--- src/hw/rtl/hpsp_pkg.sv ---
// Shared types, character codes and helpers for the patch script parser.
package hpsp_pkg;

  // Default widths of the datapath
  localparam int DEF_ADDRESS_WIDTH = 32;
  localparam int DEF_DEPTH_WIDTH   = 8;
  localparam int DEF_LINE_WIDTH    = 20;
  localparam int DEF_COLUMN_WIDTH  = 16;

  // Token queue between lexer and parser
  localparam int QUEUE_DEPTH = 4;

  // Fixed field widths
  localparam int SYMBOL_WIDTH = 8;
  localparam int BYTE_WIDTH   = 8;
  localparam int KIND_WIDTH   = 2;
  localparam int NIBBLE_WIDTH = 4;

  // ASCII codes the lexer reacts to
  localparam logic [7:0] CHAR_NEWLINE = 8'h0A;
  localparam logic [7:0] CHAR_SEMI    = 8'h3B;
  localparam logic [7:0] CHAR_COLON   = 8'h3A;
  localparam logic [7:0] CHAR_LBRACK  = 8'h5B;
  localparam logic [7:0] CHAR_RBRACK  = 8'h5D;
  localparam logic [7:0] CHAR_ZERO    = 8'h30;
  localparam logic [7:0] CHAR_NINE    = 8'h39;
  localparam logic [7:0] CHAR_UPPER_A = 8'h41;
  localparam logic [7:0] CHAR_UPPER_F = 8'h46;

  // Token kinds passed from lexer to parser
  typedef enum logic [1:0] {
    TOK_DATA  = 2'd0,
    TOK_OPEN  = 2'd1,
    TOK_CLOSE = 2'd2,
    TOK_END   = 2'd3
  } tok_kind_t;

  // Result kinds on the output stream
  typedef enum logic [1:0] {
    RES_WRITE    = 2'd0,
    RES_NO_INSTR = 2'd1,
    RES_NO_CLOSE = 2'd2,
    RES_DONE     = 2'd3
  } res_kind_t;

  // Uppercase hex decode: {valid, value}
  function automatic logic [NIBBLE_WIDTH:0] hex_decode(input logic [7:0] c);
    logic [NIBBLE_WIDTH:0] r;
    r = '0;
    if (c >= CHAR_ZERO && c <= CHAR_NINE) begin
      r = {1'b1, c[3:0]};
    end else if (c >= CHAR_UPPER_A && c <= CHAR_UPPER_F) begin
      r = {1'b1, 4'(c[3:0] + 4'd9)};
    end
    return r;
  endfunction

endpackage

--- src/hw/rtl/hex_patch_script_parser.sv ---
// Top level of the patch script parser: lexer, token queue, parser.
// Path: a token from the lexer is stored in the token queue, then the parser loads its result register.
// Throughput: one symbol per cycle; the token queue lets lexer and parser stall separately.
// Output backpressure stalls the parser; input stalls only once the 4-entry queue is full.
// Reset (rst, synchronous, high): line 1, column 0, no comment, no pending digit,
// expecting an open bracket, queue and result register empty.
module hex_patch_script_parser #(
  parameter int ADDRESS_WIDTH = hpsp_pkg::DEF_ADDRESS_WIDTH,
  parameter int DEPTH_WIDTH   = hpsp_pkg::DEF_DEPTH_WIDTH,
  parameter int LINE_WIDTH    = hpsp_pkg::DEF_LINE_WIDTH,
  parameter int COLUMN_WIDTH  = hpsp_pkg::DEF_COLUMN_WIDTH,
  parameter int OUT_W         = ((ADDRESS_WIDTH + 8 + LINE_WIDTH + COLUMN_WIDTH + 7) / 8) * 8
) (
  input  logic                              clk,
  input  logic                              rst,
  input  logic                              s_tvalid,
  output logic                              s_tready,
  input  logic [hpsp_pkg::SYMBOL_WIDTH-1:0] s_tdata,  // symbol
  input  logic                              s_tlast,  // end_of_text
  output logic                              m_tvalid,
  input  logic                              m_tready,
  // write_address, write_data, error_line, error_column, zero pad
  output logic [OUT_W-1:0]                  m_tdata,
  output logic [hpsp_pkg::KIND_WIDTH-1:0]   m_tuser   // kind
);
  import hpsp_pkg::*;

  localparam int TOK_W = 2 + BYTE_WIDTH + COLUMN_WIDTH + LINE_WIDTH;

  logic             push, full, pop, empty;
  logic [TOK_W-1:0] push_data, pop_data;

  hpsp_front #(
    .DEPTH_WIDTH  (DEPTH_WIDTH),
    .LINE_WIDTH   (LINE_WIDTH),
    .COLUMN_WIDTH (COLUMN_WIDTH),
    .TOK_W        (TOK_W)
  ) u_front (
    .clk       (clk),
    .rst       (rst),
    .s_tvalid  (s_tvalid),
    .s_tready  (s_tready),
    .s_tdata   (s_tdata),
    .s_tlast   (s_tlast),
    .push      (push),
    .push_data (push_data),
    .full      (full)
  );

  hpsp_queue #(
    .WIDTH (TOK_W),
    .DEPTH (QUEUE_DEPTH)
  ) u_queue (
    .clk       (clk),
    .rst       (rst),
    .push      (push),
    .push_data (push_data),
    .full      (full),
    .pop       (pop),
    .pop_data  (pop_data),
    .empty     (empty)
  );

  hpsp_back #(
    .ADDRESS_WIDTH (ADDRESS_WIDTH),
    .LINE_WIDTH    (LINE_WIDTH),
    .COLUMN_WIDTH  (COLUMN_WIDTH),
    .TOK_W         (TOK_W),
    .OUT_W         (OUT_W)
  ) u_back (
    .clk       (clk),
    .rst       (rst),
    .tok       (pop_data),
    .tok_empty (empty),
    .tok_pop   (pop),
    .m_tvalid  (m_tvalid),
    .m_tready  (m_tready),
    .m_tdata   (m_tdata),
    .m_tuser   (m_tuser)
  );

endmodule

--- src/hw/rtl/hpsp_front.sv ---
// Lexer: position tracking, nested comments, hex digit pairing, token push.
module hpsp_front #(
  parameter int DEPTH_WIDTH  = hpsp_pkg::DEF_DEPTH_WIDTH,
  parameter int LINE_WIDTH   = hpsp_pkg::DEF_LINE_WIDTH,
  parameter int COLUMN_WIDTH = hpsp_pkg::DEF_COLUMN_WIDTH,
  parameter int TOK_W        = 2 + 8 + COLUMN_WIDTH + LINE_WIDTH
) (
  input  logic                              clk,
  input  logic                              rst,
  input  logic                              s_tvalid,
  output logic                              s_tready,
  input  logic [hpsp_pkg::SYMBOL_WIDTH-1:0] s_tdata,   // symbol
  input  logic                              s_tlast,   // end_of_text
  output logic                              push,
  output logic [TOK_W-1:0]                  push_data, // kind, value, column, line
  input  logic                              full
);
  import hpsp_pkg::*;

  logic [DEPTH_WIDTH-1:0]  nesting, nesting_next;
  logic [LINE_WIDTH-1:0]   line_num, line_num_next;
  logic [COLUMN_WIDTH-1:0] column, column_next;
  logic                    pend_valid, pend_valid_next;
  logic [NIBBLE_WIDTH-1:0] pend_digit, pend_digit_next;
  logic [COLUMN_WIDTH-1:0] pend_column, pend_column_next;

  logic                    take;
  logic [NIBBLE_WIDTH:0]   hex;
  tok_kind_t               tok_kind;
  logic [BYTE_WIDTH-1:0]   tok_value;
  logic [COLUMN_WIDTH-1:0] tok_column;

  assign s_tready  = !full;
  assign take      = s_tvalid && !full;
  assign hex       = hex_decode(s_tdata);
  assign push_data = {line_num, tok_column, tok_value, tok_kind};

  // Next state and token generation for one accepted symbol
  always_comb begin
    nesting_next     = nesting;
    line_num_next    = line_num;
    column_next      = column;
    pend_valid_next  = pend_valid;
    pend_digit_next  = pend_digit;
    pend_column_next = pend_column;
    push             = 1'b0;
    tok_kind         = TOK_DATA;
    tok_value        = '0;
    tok_column       = column;
    if (take) begin
      if (s_tlast) begin
        // end of script: push an end token, return to reset values
        push             = 1'b1;
        tok_kind         = TOK_END;
        tok_column       = '0;
        nesting_next     = '0;
        line_num_next    = LINE_WIDTH'(1);
        column_next      = '0;
        pend_valid_next  = 1'b0;
        pend_digit_next  = '0;
        pend_column_next = '0;
      end else begin
        // position, saturating
        if (s_tdata == CHAR_NEWLINE) begin
          line_num_next = (line_num == '1) ? line_num : line_num + 1'b1;
          column_next   = '0;
        end else begin
          column_next = (column == '1) ? column : column + 1'b1;
        end
        // comment nesting
        if (s_tdata == CHAR_SEMI) begin
          nesting_next = (nesting == '1) ? nesting : nesting + 1'b1;
        end else if (s_tdata == CHAR_COLON && nesting != '0) begin
          nesting_next = nesting - 1'b1;
        end
        // classification
        if (nesting_next != '0 || !hex[NIBBLE_WIDTH]) begin
          pend_valid_next = 1'b0;
          if (nesting_next == '0 && s_tdata == CHAR_LBRACK) begin
            push     = 1'b1;
            tok_kind = TOK_OPEN;
          end else if (nesting_next == '0 && s_tdata == CHAR_RBRACK) begin
            push     = 1'b1;
            tok_kind = TOK_CLOSE;
          end
        end else if (pend_valid) begin
          pend_valid_next = 1'b0;
          push            = 1'b1;
          tok_kind        = TOK_DATA;
          tok_value       = {pend_digit, hex[NIBBLE_WIDTH-1:0]};
          tok_column      = pend_column;
        end else begin
          pend_valid_next  = 1'b1;
          pend_digit_next  = hex[NIBBLE_WIDTH-1:0];
          pend_column_next = column;
        end
      end
    end
  end

  // Lexer state
  always_ff @(posedge clk) begin
    if (rst) begin
      nesting     <= '0;
      line_num    <= LINE_WIDTH'(1);
      column      <= '0;
      pend_valid  <= 1'b0;
      pend_digit  <= '0;
      pend_column <= '0;
    end else begin
      nesting     <= nesting_next;
      line_num    <= line_num_next;
      column      <= column_next;
      pend_valid  <= pend_valid_next;
      pend_digit  <= pend_digit_next;
      pend_column <= pend_column_next;
    end
  end

endmodule

--- src/hw/rtl/hpsp_queue.sv ---
// Small token FIFO between the lexer and the parser.
module hpsp_queue #(
  parameter int WIDTH = 8,
  parameter int DEPTH = hpsp_pkg::QUEUE_DEPTH
) (
  input  logic             clk,
  input  logic             rst,
  input  logic             push,
  input  logic [WIDTH-1:0] push_data,
  output logic             full,
  input  logic             pop,
  output logic [WIDTH-1:0] pop_data,
  output logic             empty
);
  localparam int PTR_W = (DEPTH > 1) ? $clog2(DEPTH) : 1;
  localparam int CNT_W = $clog2(DEPTH + 1);

  logic [WIDTH-1:0] mem [DEPTH];
  logic [PTR_W-1:0] wr_ptr, rd_ptr;
  logic [CNT_W-1:0] count;
  logic             do_push, do_pop;

  assign full     = (count == CNT_W'(DEPTH));
  assign empty    = (count == '0);
  assign do_push  = push && !full;
  assign do_pop   = pop && !empty;
  assign pop_data = mem[rd_ptr];

  // Storage
  always_ff @(posedge clk) begin
    if (do_push) begin
      mem[wr_ptr] <= push_data;
    end
  end

  // Pointers and fill count
  always_ff @(posedge clk) begin
    if (rst) begin
      wr_ptr <= '0;
      rd_ptr <= '0;
      count  <= '0;
    end else begin
      if (do_push) begin
        wr_ptr <= (wr_ptr == PTR_W'(DEPTH - 1)) ? '0 : wr_ptr + 1'b1;
      end
      if (do_pop) begin
        rd_ptr <= (rd_ptr == PTR_W'(DEPTH - 1)) ? '0 : rd_ptr + 1'b1;
      end
      if (do_push && !do_pop) begin
        count <= count + 1'b1;
      end else if (do_pop && !do_push) begin
        count <= count - 1'b1;
      end
    end
  end

endmodule

--- src/hw/rtl/hpsp_back.sv ---
// Parser: command phases, address accumulation, result register.
module hpsp_back #(
  parameter int ADDRESS_WIDTH = hpsp_pkg::DEF_ADDRESS_WIDTH,
  parameter int LINE_WIDTH    = hpsp_pkg::DEF_LINE_WIDTH,
  parameter int COLUMN_WIDTH  = hpsp_pkg::DEF_COLUMN_WIDTH,
  parameter int TOK_W         = 2 + 8 + COLUMN_WIDTH + LINE_WIDTH,
  parameter int OUT_W         = 8
) (
  input  logic                            clk,
  input  logic                            rst,
  input  logic [TOK_W-1:0]                tok,
  input  logic                            tok_empty,
  output logic                            tok_pop,
  output logic                            m_tvalid,
  input  logic                            m_tready,
  output logic [OUT_W-1:0]                m_tdata,  // address, data, line, column
  output logic [hpsp_pkg::KIND_WIDTH-1:0] m_tuser   // kind
);
  import hpsp_pkg::*;

  localparam int VAL_LSB  = 2;
  localparam int COL_LSB  = VAL_LSB + BYTE_WIDTH;
  localparam int LINE_LSB = COL_LSB + COLUMN_WIDTH;

  typedef enum logic [1:0] {
    PH_OPEN,
    PH_ADDR,
    PH_DATA
  } phase_t;

  phase_t                   phase, phase_next;
  logic [ADDRESS_WIDTH-1:0] addr, addr_next;
  logic                     halted, halted_next;
  logic                     m_tvalid_next;

  tok_kind_t                t_kind;
  logic [BYTE_WIDTH-1:0]    t_value;
  logic [COLUMN_WIDTH-1:0]  t_column;
  logic [LINE_WIDTH-1:0]    t_line;

  logic                     res_load;
  res_kind_t                res_kind;
  logic [ADDRESS_WIDTH-1:0] res_addr;
  logic [BYTE_WIDTH-1:0]    res_data;
  logic [LINE_WIDTH-1:0]    res_line;
  logic [COLUMN_WIDTH-1:0]  res_column;

  assign t_kind   = tok_kind_t'(tok[1:0]);
  assign t_value  = tok[COL_LSB-1:VAL_LSB];
  assign t_column = tok[LINE_LSB-1:COL_LSB];
  assign t_line   = tok[TOK_W-1:LINE_LSB];
  assign tok_pop  = !tok_empty && (!m_tvalid || m_tready);

  // Token interpretation
  always_comb begin
    phase_next  = phase;
    addr_next   = addr;
    halted_next = halted;
    res_load    = 1'b0;
    res_kind    = RES_WRITE;
    res_addr    = '0;
    res_data    = '0;
    res_line    = '0;
    res_column  = '0;
    if (tok_pop) begin
      if (t_kind == TOK_END) begin
        if (!halted) begin
          res_load = 1'b1;
          if (phase == PH_ADDR) begin
            res_kind = RES_NO_CLOSE;
            res_line = t_line;
          end else begin
            res_kind = RES_DONE;
          end
        end
        phase_next  = PH_OPEN;
        addr_next   = '0;
        halted_next = 1'b0;
      end else if (!halted) begin
        case (phase)
          PH_OPEN: begin
            if (t_kind == TOK_OPEN) begin
              phase_next = PH_ADDR;
              addr_next  = '0;
            end else begin
              res_load    = 1'b1;
              res_kind    = RES_NO_INSTR;
              res_line    = t_line;
              res_column  = t_column;
              halted_next = 1'b1;
            end
          end
          PH_ADDR: begin
            if (t_kind == TOK_DATA) begin
              addr_next = (addr << BYTE_WIDTH) | ADDRESS_WIDTH'(t_value);
            end else if (t_kind == TOK_OPEN) begin
              res_load    = 1'b1;
              res_kind    = RES_NO_CLOSE;
              res_line    = t_line;
              res_column  = t_column;
              halted_next = 1'b1;
            end else begin
              phase_next = PH_DATA;
            end
          end
          PH_DATA: begin
            if (t_kind == TOK_DATA) begin
              res_load  = 1'b1;
              res_kind  = RES_WRITE;
              res_addr  = addr;
              res_data  = t_value;
              addr_next = addr + 1'b1;
            end else if (t_kind == TOK_OPEN) begin
              phase_next = PH_ADDR;
              addr_next  = '0;
            end else begin
              res_load    = 1'b1;
              res_kind    = RES_NO_INSTR;
              res_line    = t_line;
              res_column  = t_column;
              halted_next = 1'b1;
            end
          end
          default: begin
            phase_next = PH_OPEN;
          end
        endcase
      end
    end
    m_tvalid_next = res_load ? 1'b1 : (m_tready ? 1'b0 : m_tvalid);
  end

  // Parser state and result register
  always_ff @(posedge clk) begin
    if (rst) begin
      phase    <= PH_OPEN;
      addr     <= '0;
      halted   <= 1'b0;
      m_tvalid <= 1'b0;
    end else begin
      phase    <= phase_next;
      addr     <= addr_next;
      halted   <= halted_next;
      m_tvalid <= m_tvalid_next;
    end
    if (res_load) begin
      m_tuser <= res_kind;
      m_tdata <= OUT_W'({res_column, res_line, res_data, res_addr});
    end
  end

endmodule

--- config.mk ---
export PLATFORM = sky130hd
export DESIGN_NAME = hex_patch_script_parser
export DESIGN_NICKNAME = d
export VERILOG_FILES = /design/src/hw/rtl/hpsp_pkg.sv /design/src/hw/rtl/hex_patch_script_parser.sv /design/src/hw/rtl/hpsp_front.sv /design/src/hw/rtl/hpsp_queue.sv /design/src/hw/rtl/hpsp_back.sv
export SDC_FILE = /design/constraint.sdc
export NUM_CORES = 1
export LEC_CHECK = 0
export ABC_AREA = 1
export ABC_CLOCK_PERIOD_IN_PS = 12200
export BUFFER_PORTS_ARGS = -buffer_cell sky130_fd_sc_hd__buf_2
export CORE_MARGIN = 2
export CORE_UTILIZATION = 43
export CTS_CLUSTER_DIAMETER = 200
export DETAILED_ROUTE_END_ITERATION = 8
export GPL_TIMING_DRIVEN = 0
export PLACE_DENSITY = 0.69
export SYNTH_ARGS = -nofsm -noshare
export SYNTH_HDL_FRONTEND = slang
export SYNTH_SLANG_ARGS = --single-unit
--- constraint.sdc ---
create_clock -name clk -period 12.2 [get_ports clk]
set_clock_uncertainty 0.05 [all_clocks]
set_input_delay 2.44 -clock clk [delete_from_list [all_inputs] [get_ports clk]]
set_output_delay 2.44 -clock clk [all_outputs]
set_load 0.005 [all_outputs]
# Yosys cells after proc, flatten, opt, wreduce, memory -nomap -nowiden
# Memories as Yosys holds them, arrays and structs flattened. A register that Yosys moved wholly into a read port is not among the register bits.
# Cells that the tools add are included.
# classes
addsub,10
n_lt_le_gt_ge,4
eq_ne,24
mux,100
bitwise,4
n_reduce_logical,37
# op_table
operator,n
20-bit two-way mux,11
16-bit two-way mux,13
32-bit two-way mux,5
32-bit case mux with 3 select lines,1
8-bit two-way mux,10
20-bit case mux with 3 select lines,1
16-bit case mux with 3 select lines,1
2-bit two-way mux,21
"32-bit by 1-bit adder with 32-bit output, second input constant",1
32-bit by 8-bit bitwise OR with 32-bit output,1
1-bit two-way mux,26
"20-bit by 1-bit adder with 20-bit output, second input constant",1
"20-bit equality test, second input constant",1
"16-bit by 1-bit adder with 16-bit output, second input constant",1
"16-bit equality test, second input constant",1
"8-bit by 6-bit equality test with 1-bit output, second input constant",2
"8-bit by 7-bit equality test with 1-bit output, second input constant",2
8-bit nonzero test,2
"3-bit by 2-bit != test with 1-bit output, second input constant",5
4-bit two-way mux,3
2-bit case mux with 3 select lines,2
1-bit logical AND,11
5-bit two-way mux,2
"8-bit by 1-bit adder with 8-bit output, second input constant",1
31 further kinds,54
# word_totals
register_bits,186
ram_bits,184
inputBits,13
n_memories,1
# mem_list
name,depth,word_bits,read_ports,rd_ports_with_merged_regs,wr,line,source
u_queue.mem,4,46,1,1,1,hpsp_queue.sv:18,logic [WIDTH-1:0] mem [DEPTH];

# Longest topological paths before layout
# Gate-level depths: netlist of run 1.
# depth
ltp_word,18
ltp_mapped,23
ltp_nobuf,23

# By module
# From an unflattened synthesis of run 1, not the netlist that was laid out.
# unflattened
cells_unflattened,1972
area_unflattened_um2,17934.7
# modules_own_cells
mod,n_inst,cells_per_inst,area_per_inst_um2,seq_area_each_um2
hpsp_queue,1,516,7377.1,5705.5
hpsp_back,1,794,6203.4,3062.9
hpsp_front,1,662,4354.2,1301.2

# Worst setup path before layout of run 1
# No wires, ideal clock.
# synth_timing
kind,in2reg
from,input m_tready
to,"register u_back.m_tdata[0], enable pin"
arrival_ns,7.009
required_ns,11.588
slack_ns,4.579
stages,4
n_path_buf,0
path_cell_list,nor2_1 a31oi_1 inv_1 a31oi_1
# synth_via
elab_chain_len,3
# synth_lines
element,line,source
"start, declared",hex_patch_script_parser.sv:21,"input logic m_tready,"
1-bit logical OR,hpsp_back.sv:52,assign tok_pop = !tok_empty && (!m_tvalid || m_tready);
1-bit logical AND,hpsp_back.sv:52,
1-bit two-way mux,hpsp_back.sv:65,if (tok_pop) begin
"end signal, assigned",hpsp_back.sv:148,"m_tdata <= OUT_W'({res_column, res_line, res_data, res_addr});"
"end, declared",hpsp_back.sv:16,"output logic [OUT_W-1:0] m_tdata,"
# No other way between the ends.
# A chain may end at the register's enable or synchronous reset.

# Final worst setup path of run 1
# layout_timing
from,input s_tdata[0] in the netlist's numbering
to,register u_queue.count[2]
# layout_via
elab_chain_len,17
word_cells_on_any_way,34
classes_between,4 x order compare; 4 x eq/ne; 12 x mux; 14 x reduce/logical
# layout_lines
element,line,source
"start, declared",hex_patch_script_parser.sv:18,"input logic [hpsp_pkg::SYMBOL_WIDTH-1:0] s_tdata,"
8-bit by 6-bit equality test with 1-bit output,hpsp_front.sv:73,end else if (s_tdata == CHAR_COLON && nesting != '0) begin
1-bit logical AND,hpsp_front.sv:73,
8-bit two-way mux,hpsp_front.sv:73,
8-bit two-way mux,hpsp_front.sv:71,if (s_tdata == CHAR_SEMI) begin
8-bit two-way mux,hpsp_front.sv:51,if (s_tlast) begin
8-bit two-way mux,hpsp_front.sv:50,if (take) begin
8-bit logical NOT,"hpsp_front.sv:79, hpsp_front.sv:82",
1-bit logical AND,hpsp_front.sv:82,end else if (nesting_next == '0 && s_tdata == CHAR_RBRACK) begin
[2 not listed],n/a,
1-bit two-way mux (*),hpsp_front.sv:77,if (nesting_next != '0 || !hex[NIBBLE_WIDTH]) begin
1-bit two-way mux (*),hpsp_front.sv:51,
1-bit two-way mux (*),hpsp_front.sv:50,
1-bit logical AND (*),hpsp_queue.sv:25,assign do_push = push && !full;
named net u_queue.do_push,hpsp_queue.sv:21,"logic do_push, do_pop;"
1-bit logical NOT,hpsp_queue.sv:51,end else if (do_pop && !do_push) begin
1-bit logical AND,hpsp_queue.sv:51,
2-bit nonzero test (no line),n/a,
"end signal, assigned",hpsp_queue.sv:50,count <= count + 1'b1;
"end signal, assigned",hpsp_queue.sv:52,count <= count - 1'b1;
"end, declared",hpsp_queue.sv:20,logic [CNT_W-1:0] count;
# Mark *: on every way through the listed nets, which the timed path passes. The rest lies on a longest branch. The select of a mux whose other input is x is not followed.

==> run_results.csv, run 1 <==
group,metric,value,unit
critical_path,arrival,5.75,ns
placed_design,gp_congestion,0.9647,
grt,grt_pass1_vias,13880,
run,maxCapViolCount,0,
grt,grt_use_total,0.2289,
yosys,ys_async_sr_fraction,0,
yosys,synth_cell_types,55,
placed_design,place_inst,2503,
timing,rsz0062_at_grt,"no",
yosys,syn_avg_cell_area,9.305,µm²
die,die_w,205.5,µm
clock_tree,clk-insertion-delay-late,0.56,ns
power,p_leak,7.203,nW
clock_tree,cts.repair.resized,0,
routing,postRouteAntennaNets,0,
critical_path,worst_setup_path_end_kind,"flop",
yosys,ys.flop_type,"edfxtp_1",
clock_tree,holdBufCountCts,0,
final_layout,instances_no_fill,2581,
routing,drt-initial-drc-count,1312,
routing,met2WireLength,22720,µm
routing,wl_per_cell,18.70,µm
routing,met3_length,3289,µm
grt,grt_max_degree,30,
final_layout,final_core_util,0.5072,
routing,vias_per_cell,5.609,
clock_tree,ctsRootBufferMaster,"clkbuf_16",
yosys,ys_ff_latch,372,
yosys,synth_most_common_cell,"nand2_1",
timing,maxSlewHeadroom,0.3295,
routing,dr.pass1.iters,7,
yosys,synth_common_cells,"nand2_1, edfxtp_1, nor2_1",
yosys,synth_top_area_cell,"edfxtp_1",
clock_tree,clk_pin_slew,0.06,ns
clock_tree,cts_tree,"yes",
timing,min_period,5.369,ns
grt,overflow,0,
power,vdd_drop_max,117.0,µV
die,ios,97,
timing,finalSetupViolations,0,
critical_path,startpoint_type,"primary input",
final_layout,drive_gt1_frac,0.1154,
routing,wl_met1,20740,µm
die,fp-row-count,73,
clock_tree,htree_levels,2,
timing,clock.fmax,0.1862,GHz
yosys,synthCells,1876,
die,dieHeight,205.5,µm
yosys,synth_edf_count,262,
grt,grt_pass1_wl,75530,µm
power,power_density,217.0,nW/µm²
yosys,ys_top_cells_by_area,"edfxtp_1, dfxtp_1, nand2_1",
clock_tree,cts_setup_buffers,0,
timing,period_share,0.4401,
routing,vias,14480,
hold_path,hold_class,"reg2reg",
yosys,ys_warn_count,0,
routing,drc,0,
placed_design,dp_hpwl,34440,µm
yosys,netlist_area,17460,µm²
clock_tree,cts.sinks,372,
routing,top_layer_used,"met4",
final_layout,fin_nets,2054,
die,core,39910,µm²
timing,hold_violations,0,
timing,tns,0,ns
placed_design,port_buffers,90,
timing,tightest_slew,1.006,ns
yosys,ys_seq_area_frac,0.5768,
status,status,"complete, no violations",
grt,antenna_found_initial,0,
critical_path,cp.required,12.58,ns
routing,finalWirelength,48270,µm
clock_tree,clockBufferDepth,3,
final_layout,areaGrowthSynthToFinish,15.96,%
clock_tree,cts_buffers,41,
die,initial_core_util,0.4374,
timing,drv_slew,0,
critical_path,critPathKind,"in2reg",
critical_path,cp_max_fo,6,
die,dieArea,42220,µm²
yosys,yosys.area.top_type_share,0.4507,
==> critical path, stage by stage <==
cell and delay (ns):
buf_2 0.13, inv_1 0.12, ha_1 0.19, nand3_1 0.13
inv_2 0.07, nand2_1 0.08, nor2_4 0.16, nand2_1 0.13
nand2_1 0.08, nand2_1 0.06, nand2_1 0.06, nand2_1 0.09
nor2_4 0.19, nand4_1 0.11, nand3_1 0.20, nand2_1 0.27
inv_1 0.16, ha_1 0.15, inv_1 0.07, fa_1 0.38
a21oi_1 0.15, o21ai_0 0.11, o21ai_0 0.16, a21oi_1 0.05
==> layout by cell type, fill, tap and decap left out, types with 67 or more instances in the layout <==
cell | netlist | final
nand2_1 | 409 | 409
edfxtp_1 | 262 | 262
a21oi_1 | 160 | 160
nor2_1 | 162 | 158
inv_1 | 149 | 149
nand3_1 | 113 | 113
dfxtp_1 | 110 | 110
buf_2 | 18 | 108
o21ai_0 | 98 | 98
clkbuf_1 | 61 | 67
==> per-stage QoR <==
| step | worst slack, ns | hold WS, ns | power (mW) | cell area, µm² |
|---|---|---|---|---|
| 2_1_floorplan | 4.579 | 0.3859 | 2.587 | 17470 |
| 3_3_place_gp | 1.424 | 0.3937 | 3.102 | 18580 |
| 3_5_place_dp | 6.292 | 0.3976 | 3.123 | 18820 |
| 4_1_cts | 6.864 | 0.4076 | 4.409 | 20240 |
| 5_1_grt | 6.451 | 0.4205 | 4.619 | 20240 |
| 6_report | 6.831 | 0.4060 | 4.393 | 20240 |
==> sequential cells by signal, indices dropped and copies added (netlist names), named ones only <==
register and flops:
u_back.addr 32, u_queue.wr_ptr 2, u_front.pend_digit 4, u_front.line_num 20
u_queue.mem 184, u_back.m_tvalid 1, u_queue.count 3, u_back.m_tdata 76
u_back.phase 2, u_queue.rd_ptr 2, u_back.m_tuser 2, u_front.pend_column 16
u_back.halted 1, u_front.pend_valid 1, u_front.column 16, u_front.nesting 8
==> per-layer routing <==
metal  global-route usage  vias up
li1                     -     6855
met1               0.3068     6990
met2               0.3748      529
met3              0.03294      104
met4              0.09018        0
met5                    0        -
==> logic make-up (layout without fill, tap and decap cells) <==
kind of cell	after synthesis	after routing	synth area share
DFF	372	372	0.5768
and+or+nand+nor	808	808	0.1996
buffers and inverters	258	433	0.05949
xor gates and xnor gates	17	17	0.008530
adders and majority gates	20	20	0.01477
other	1	6	0.0002148
AOI/OAI and AO/OA	400	400	0.1406
==> power by group <==
| group | internal (mW) | leakage [nW] | switching [mW] | total (mW) |
|---|---|---|---|---|
| clock | 0.765 | 0.682 | 0.519 | 1.28 |
| sequential | 1.63 | 3.38 | 0.0960 | 1.73 |
| combinational | 0.423 | 3.14 | 0.954 | 1.38 |
| total | 2.82 | 7.20 | 1.57 | 4.39 |
==> path summary, 6_finish.rpt <==
check / start / endpoint / slack (ns) / cells past startpoint
max: s_tdata[0] / u_queue.count[2] / 6.83 / 24
min: u_front.pend_column[12] / u_front.pend_column[12] / 0.41 / 2
max reg2reg: u_front.nesting[0] / u_queue.count[2] / 8.35 / 22
min reg2reg: u_front.pend_column[12] / u_front.pend_column[12] / 0.41 / 2
==> cell type report <==
cell class / count / area (µm²)
fillers: 3570 / 19670
flip-flops and latches: 372 / 10070
multi-input cells: 1249 / 6405
clock buffers: 51 / 1115
well taps: 525 / 656.9
repair buffers: 99 / 645.6
inverters: 159 / 598.1
plain buffers: 99 / 440.4
clock inverters: 25 / 307.8
diodes: 2 / 5.005
No activity file was read; power rests on OpenSTA's default activity.
==> inputs of run 2 (changes only) <==
--- a/config.mk
+++ b/config.mk
@@ -6,7 +6,7 @@
 export NUM_CORES = 1
 export LEC_CHECK = 0
 export ABC_AREA = 1
-export ABC_CLOCK_PERIOD_IN_PS = 12200
+export ABC_CLOCK_PERIOD_IN_PS = 5460
 export BUFFER_PORTS_ARGS = -buffer_cell sky130_fd_sc_hd__buf_2
 export CORE_MARGIN = 2
 export CORE_UTILIZATION = 43
==> constraint.sdc (replaced) <==
create_clock -name clk -period 5.46 [get_ports clk]
set_clock_uncertainty 0.05 [all_clocks]
set_input_delay 1.092 -clock clk [delete_from_list [all_inputs] [get_ports clk]]
set_output_delay 1.092 -clock clk [all_outputs]
set_load 0.005 [all_outputs]
==> run_results.csv, run 2 (synthesis gave the netlist of run 1 again) <==
group,metric,value,unit
critical_path,worst_setup_path_end_kind,"flop",
clock_tree,clk_pin_slew,0.07,ns
clock_tree,htree_levels,2,
timing,clock.fmax,0.2452,GHz
critical_path,arrival,4.46,ns
routing,vias,14460,
grt,grt_max_degree,30,
die,core,39910,µm²
timing,finalSetupViolations,0,
final_layout,final_cell_mix,"nand2_1, edfxtp_1, a21oi_1",
die,ios,97,
clock_tree,clk-insertion-delay-late,0.55,ns
clock_tree,cts.sinks,372,
final_layout,top_regs,"u_queue.mem: 184 flops, u_back.m_tdata: 76 flops, u_back.addr: 32 flops",
clock_tree,cts_setup_buffers,0,
grt,grt_pass1_vias,13770,
clock_tree,cts_buffers,40,
run,maxCapViolCount,0,
routing,drt-initial-drc-count,1624,
die,fp-row-count,73,
final_layout,areaGrowthSynthToFinish,15.67,%
critical_path,cp.required,5.84,ns
critical_path,crit_chain,"buf_2 -> inv_1 -> ha_1 -> nand3_1 -> nor2_2 -> nand2_2 -> nand2_1 -> nand2_1 -> a21oi_1 -> nand2_1 -> nor2_4 -> nand4_1 -> nand3_1 -> nand2_1 -> inv_1 -> ha_1 -> inv_1 -> fa_1 -> a21oi_1 -> o21ai_0 -> o21ai_0 -> a21oi_1",
clock_tree,clockBufferDepth,3,
power,p_leak,7.189,nW
placed_design,gp_congestion,0.9665,
placed_design,place_inst,2504,
timing,tightest_slew,1.003,ns
routing,postRouteAntennaNets,0,
power,sequentialPowerShare,0.395,
power,power_frac_clock,0.285,
timing,period_share,0.7468,
timing,maxSlewHeadroom,0.3252,
clock_tree,ctsRootBufferMaster,"clkbuf_16",
power,vdd_drop_max,299.1,µV
critical_path,crit_path_max_incr_delay,0.38,ns
die,initial_core_util,0.4374,
final_layout,regMostFlops,"u_queue.mem",
power,comb_power_share,0.320,
final_layout,n_fill_cell,3601,
die,dieArea,42220,µm²
status,status,"complete, no violations",
routing,wl_per_cell,18.74,µm
final_layout,layout_commonest_cell,"nand2_1",
clock_tree,holdBufCountCts,0,
routing,finalWirelength,48300,µm
power,p_int,6.260,mW
critical_path,startpoint_type,"primary input",
placed_design,dp_slack,0.8569,ns
critical_path,critPathKind,"in2reg",
final_layout,largest_reg_flops,184,
die,dieHeight,205.5,µm
timing,timing.hold.ws,0.4107,ns
routing,vias_per_cell,5.612,
clock_tree,cts_tree,"yes",
final_layout,drive_gt1_frac,0.1140,
timing,min_period,4.078,ns
critical_path,cpMaxStageDelayCell,"fa_1",
routing,dr.pass1.iters,6,
timing,layout_setup_ws,1.382,ns
hold_path,hold_class,"reg2reg",
final_layout,diodes,0,
power,p_sw_frac,0.3597,
clock_tree,cts.repair.resized,0,
power,p_switching,3.516,mW
grt,antenna_found_initial,1,
final_layout,multiInputGateArea,6405,µm²
critical_path,critPathBufInv,4,
grt,grt_pass1_wl,75200,µm
critical_path,crit_family,"simple AND/OR/NAND/NOR gates",
die,die_w,205.5,µm
power,power_density,484.2,nW/µm²
critical_path,cp_max_fo,7,
final_layout,fin_nets,2054,
grt,overflow,0,
routing,drc,0,
grt,grt_use_total,0.2279,
placed_design,dp_hpwl,33960,µm
placed_design,dpl_cell_area,18840,µm²
timing,tns,0,ns
critical_path,cp_common_cell,"nand2_1",
final_layout,final_area,20190,µm²
final_layout,instances_no_fill,2577,
timing,hold_violations,0,
timing,rsz0062_at_grt,"no",
timing,drv_slew,0,
final_layout,seq_area,10070,µm²
placed_design,port_buffers,90,
## run 2: worst paths after layout
check                               from                endpoint  cells after the start  slack, ns
setup / recovery              s_tdata[0]        u_queue.count[2]                     22       1.38
setup reg to reg      u_front.nesting[0]        u_queue.count[2]                     22       1.59
hold / removal    u_front.pend_column[7]  u_front.pend_column[7]                      2       0.41
hold reg to reg   u_front.pend_column[7]  u_front.pend_column[7]                      2       0.41
## run 2: per-stage QoR
step,power (mW),util
after floorplan,5.751,-
after detailed placement,7.014,0.4721
after global routing,10.25,0.5059
after global placement,6.903,0.4655
after CTS,9.796,0.5059
final,9.777,0.5059
## run 2: cell type report
cell class,count,area share
timing repair buffer,100,0.03334
sequential,372,0.4987
buffer,99,0.02181
clock buffer,53,0.05503
clock inverter,20,0.01177
multi-input combinational,1249,0.3172
inverter,159,0.02962
tap,525,0.03253
## run 2: worst min-delay path, cell delays in order, from the launching register on
cell and delay [ns]:
dfxtp_1 0.30, nand2_1 0.06, a21oi_1 0.05
## run 2: metal layers
layer / up-vias / global-route usage / share of wire
li1: 6850 / - / -
met1: 6940 / 0.3084 / 0.43
met2: 569 / 0.3680 / 0.47
met3: 102 / 0.03294 / 0.069
met4: 0 / 0.09404 / 0.034
met5: - / 0 / 0
## run 2: power groups by stage
stage | Sequential [mW] | Clock [mW] | Combinational [mW]
3_3_place_gp | 3.98 | 0 | 2.92
3_5_place_dp | 3.92 | 0 | 3.10
4_1_cts | 3.86 | 2.82 | 3.11
2_1_floorplan | 3.97 | 0 | 1.78
5_1_grt | 3.91 | 2.92 | 3.42
6_report | 3.86 | 2.79 | 3.13
==> inputs of run 3 (changes only) <==
--- a/config.mk
+++ b/config.mk
@@ -5,8 +5,8 @@
 export SDC_FILE = /design/constraint.sdc
 export NUM_CORES = 1
 export LEC_CHECK = 0
-export ABC_AREA = 1
-export ABC_CLOCK_PERIOD_IN_PS = 5460
+export ABC_AREA = 0
+export ABC_CLOCK_PERIOD_IN_PS = 4000
 export BUFFER_PORTS_ARGS = -buffer_cell sky130_fd_sc_hd__buf_2
 export CORE_MARGIN = 2
 export CORE_UTILIZATION = 43
==> constraint.sdc (replaced) <==
create_clock -name clk -period 4 [get_ports clk]
set_clock_uncertainty 0.05 [all_clocks]
set_input_delay 0.8 -clock clk [delete_from_list [all_inputs] [get_ports clk]]
set_output_delay 0.8 -clock clk [all_outputs]
set_load 0.005 [all_outputs]
==> run_results.csv, run 3 <==
group,metric,value,unit
status,status,"complete, no violations",
power,power_frac_clock,0.296,
yosys,synth_top_area_cell,"edfxtp_1",
placed_design,gp_congestion,0.9063,
die,dieHeight,198.7,µm
power,vdd_drop_max,461.4,µV
yosys,yosys.area.top_type_share,0.4828,
final_layout,diodes,0,
critical_path,critPathKind,"reg2reg",
critical_path,cp_max_fo,10,
final_layout,multiInputGateArea,5931,µm²
timing,maxSlewHeadroom,0.4015,
placed_design,dp_hpwl,24360,µm
power,p_leak,6.526,nW
power,power_density,601.8,nW/µm²
final_layout,final_cell_mix,"edfxtp_1, dfxtp_1, buf_2",
yosys,netlist_area,16290,µm²
yosys,synth_edf_count,262,
power,p_switching,3.424,mW
power,sequentialPowerShare,0.444,
final_layout,top_regs,"u_queue.mem: 184 flops, u_back.m_tdata: 76 flops, u_back.addr: 32 flops",
timing,clock.fmax,0.2607,GHz
final_layout,fin_nets,1447,
grt,overflow,0,
final_layout,layout_commonest_cell,"edfxtp_1",
routing,vias,10960,
routing,dr.pass1.iters,6,
clock_tree,clk_pin_slew,0.06,ns
timing,min_period,3.836,ns
yosys,synth_most_common_cell,"edfxtp_1",
routing,drt-initial-drc-count,1071,
grt,antenna_found_initial,1,
run,maxCapViolCount,0,
yosys,synth_cell_types,73,
routing,drc,0,
critical_path,crit_chain,"buf_2 -> or4_4 -> or4_4 -> o31ai_2 -> a21boi_2 -> or4_4 -> buf_4 -> nor4_1 -> o21ai_1 -> clkbuf_1 -> a22o_1",
yosys,ys.flop_type,"edfxtp_1",
die,core,37490,µm²
yosys,ys_top_cells_by_area,"edfxtp_1, dfxtp_1, mux4_2",
clock_tree,cts_tree,"yes",
yosys,ys_async_sr_fraction,0,
timing,period_share,0.9591,
grt,grt_pass1_wl,57660,µm
timing,tightest_slew,0.8752,ns
clock_tree,holdBufCountCts,0,
timing,layout_setup_ws,0.1638,ns
timing,finalSetupViolations,0,
yosys,synthCells,1278,
power,power,11.28,mW
die,die_w,198.7,µm
routing,finalWirelength,36260,µm
clock_tree,cts_buffers,37,
routing,wl_per_cell,18.55,µm
grt,grt_pass1_vias,10700,
final_layout,largest_reg_flops,184,
power,p_int,7.861,mW
yosys,ys_warn_count,0,
placed_design,dp_slack,-0.7683,ns
timing,drv_slew,0,
critical_path,crit_path_max_incr_delay,0.53,ns
grt,grt_max_degree,59,
critical_path,arrival,4.06,ns
clock_tree,cts.sinks,372,
timing,timing.hold.ws,0.4192,ns
die,dieArea,39470,µm²
die,initial_core_util,0.4347,
critical_path,crit_family,"simple AND/OR/NAND/NOR gates",
power,comb_power_share,0.260,
timing,rsz0062_at_grt,"no",
routing,postRouteAntennaNets,0,
yosys,syn_avg_cell_area,12.75,µm²
die,ios,97,
critical_path,worst_setup_path_end_kind,"flop",
final_layout,regMostFlops,"u_queue.mem",
clock_tree,clockBufferDepth,3,
clock_tree,htree_levels,2,
timing,hold_violations,0,
final_layout,seq_area,10080,µm²
critical_path,cp.required,4.22,ns
critical_path,cpMaxStageDelayCell,"or4_4",
critical_path,cp_common_cell,"or4_4",
critical_path,startpoint_type,"flop",
final_layout,areaGrowthSynthToFinish,15.07,%
yosys,ys_ff_latch,372,
routing,vias_per_cell,5.607,
hold_path,hold_class,"reg2reg",
yosys,ys_seq_area_frac,0.6180,
clock_tree,clk-insertion-delay-late,0.54,ns
yosys,synth_common_cells,"edfxtp_1, dfxtp_1, nor2_1",
power,p_sw_frac,0.3034,
final_layout,final_core_util,0.5002,
clock_tree,ctsRootBufferMaster,"clkbuf_16",
critical_path,critPathBufInv,3,
die,fp-row-count,71,
final_layout,n_fill_cell,3263,
placed_design,port_buffers,91,
grt,grt_use_total,0.1862,
final_layout,drive_gt1_frac,0.1670,
[run 3: cell count changes after synthesis, sizes merged, moves of 30 or more]
| cell | previous run | this run |
|---|---|---|
| nand2 | 416 | 74 |
| inv | 156 | 31 |
| a21oi | 162 | 55 |
| nor2 | 176 | 90 |
| nand3 | 116 | 35 |
| o21ai | 106 | 37 |
| and2 | 1 | 56 |
| mux4 | 0 | 46 |
| a22o | 1 | 43 |
| a32o | 42 | 0 |
| nor3 | 56 | 26 |
[run 3: metrics by stage]
stage / cell area (µm²) / instances / TNS [ns]
global route: 18750 / 1954 / 0
floorplan: 16370 / 1281 / -0.02770
finish: 18750 / 1954 / 0
global placement: 17460 / 1883 / -219.71
CTS: 18690 / 1953 / 0
detailed placement: 17490 / 1884 / -148.54
[run 3: power by group through the flow]
stage	logic, mW	clock network, mW	registers, mW
6_report	2.94	3.34	5.01
5_1_grt	3.22	3.54	5.07
4_1_cts	2.95	3.39	5.02
3_5_place_dp	2.94	0	5.11
3_3_place_gp	2.85	0	5.14
2_1_floorplan	1.75	0	5.15
[run 3: cell families (layout without fill, tap and decap cells)]
| kind of cell | count (synthesis) | count (layout) | share of synthesized area |
|---|---|---|---|
| multiplexers | 52 | 52 | 0.06734 |
| AO/OA/AOI/OAI | 253 | 253 | 0.1076 |
| buffers and inverters | 107 | 269 | 0.02641 |
| XOR/XNOR | 44 | 44 | 0.02365 |
| adder cells (fa/ha/maj) | 20 | 20 | 0.01582 |
| flip-flops | 372 | 372 | 0.6180 |
| AND/OR/NAND/NOR | 429 | 429 | 0.1410 |
| other | 1 | 4 | 0.0002301 |
[run 3: cell type report]
| cell class | instances | area share |
|---|---|---|
| clock inverter | 11 | 0.005472 |
| inverter | 31 | 0.006339 |
| timing repair buffer | 95 | 0.02696 |
| sequential | 372 | 0.5374 |
| multi-input combinational | 802 | 0.3163 |
| buffer | 75 | 0.01675 |
| clock buffer | 57 | 0.05665 |
| tap | 511 | 0.03410 |
[run 3: timing repair]
action | CTS | global route
gates resized for setup | 10 | 11
endpoints found under the setup margin | 185 | 194
cloned | 0 | 0
pin swaps | 0 | 8
setup buffers | 1 | 2
[run 3: path summary, 6_finish.rpt]
| kind | start | endpoint | slack, ns | depth (start not counted) |
|---|---|---|---|---|
| max reg2reg | u_front.nesting[4] | u_queue.mem[0][15] | 0.16 | 11 |
| min reg2reg | u_front.pend_digit[2] | u_front.pend_digit[2] | 0.42 | 1 |
| max | u_front.nesting[4] | u_queue.mem[0][15] | 0.16 | 11 |
| min | u_front.pend_digit[2] | u_front.pend_digit[2] | 0.42 | 1 |
[run 3: routing by layer]
metal  GRT usage  routed length (µm)  vias up
met5           0                  11        -
met4     0.05500                 765        2
met3     0.02984                2183       68
met2      0.3006               16870      403
met1      0.2603               16420     5365
li1            -                   -     5119
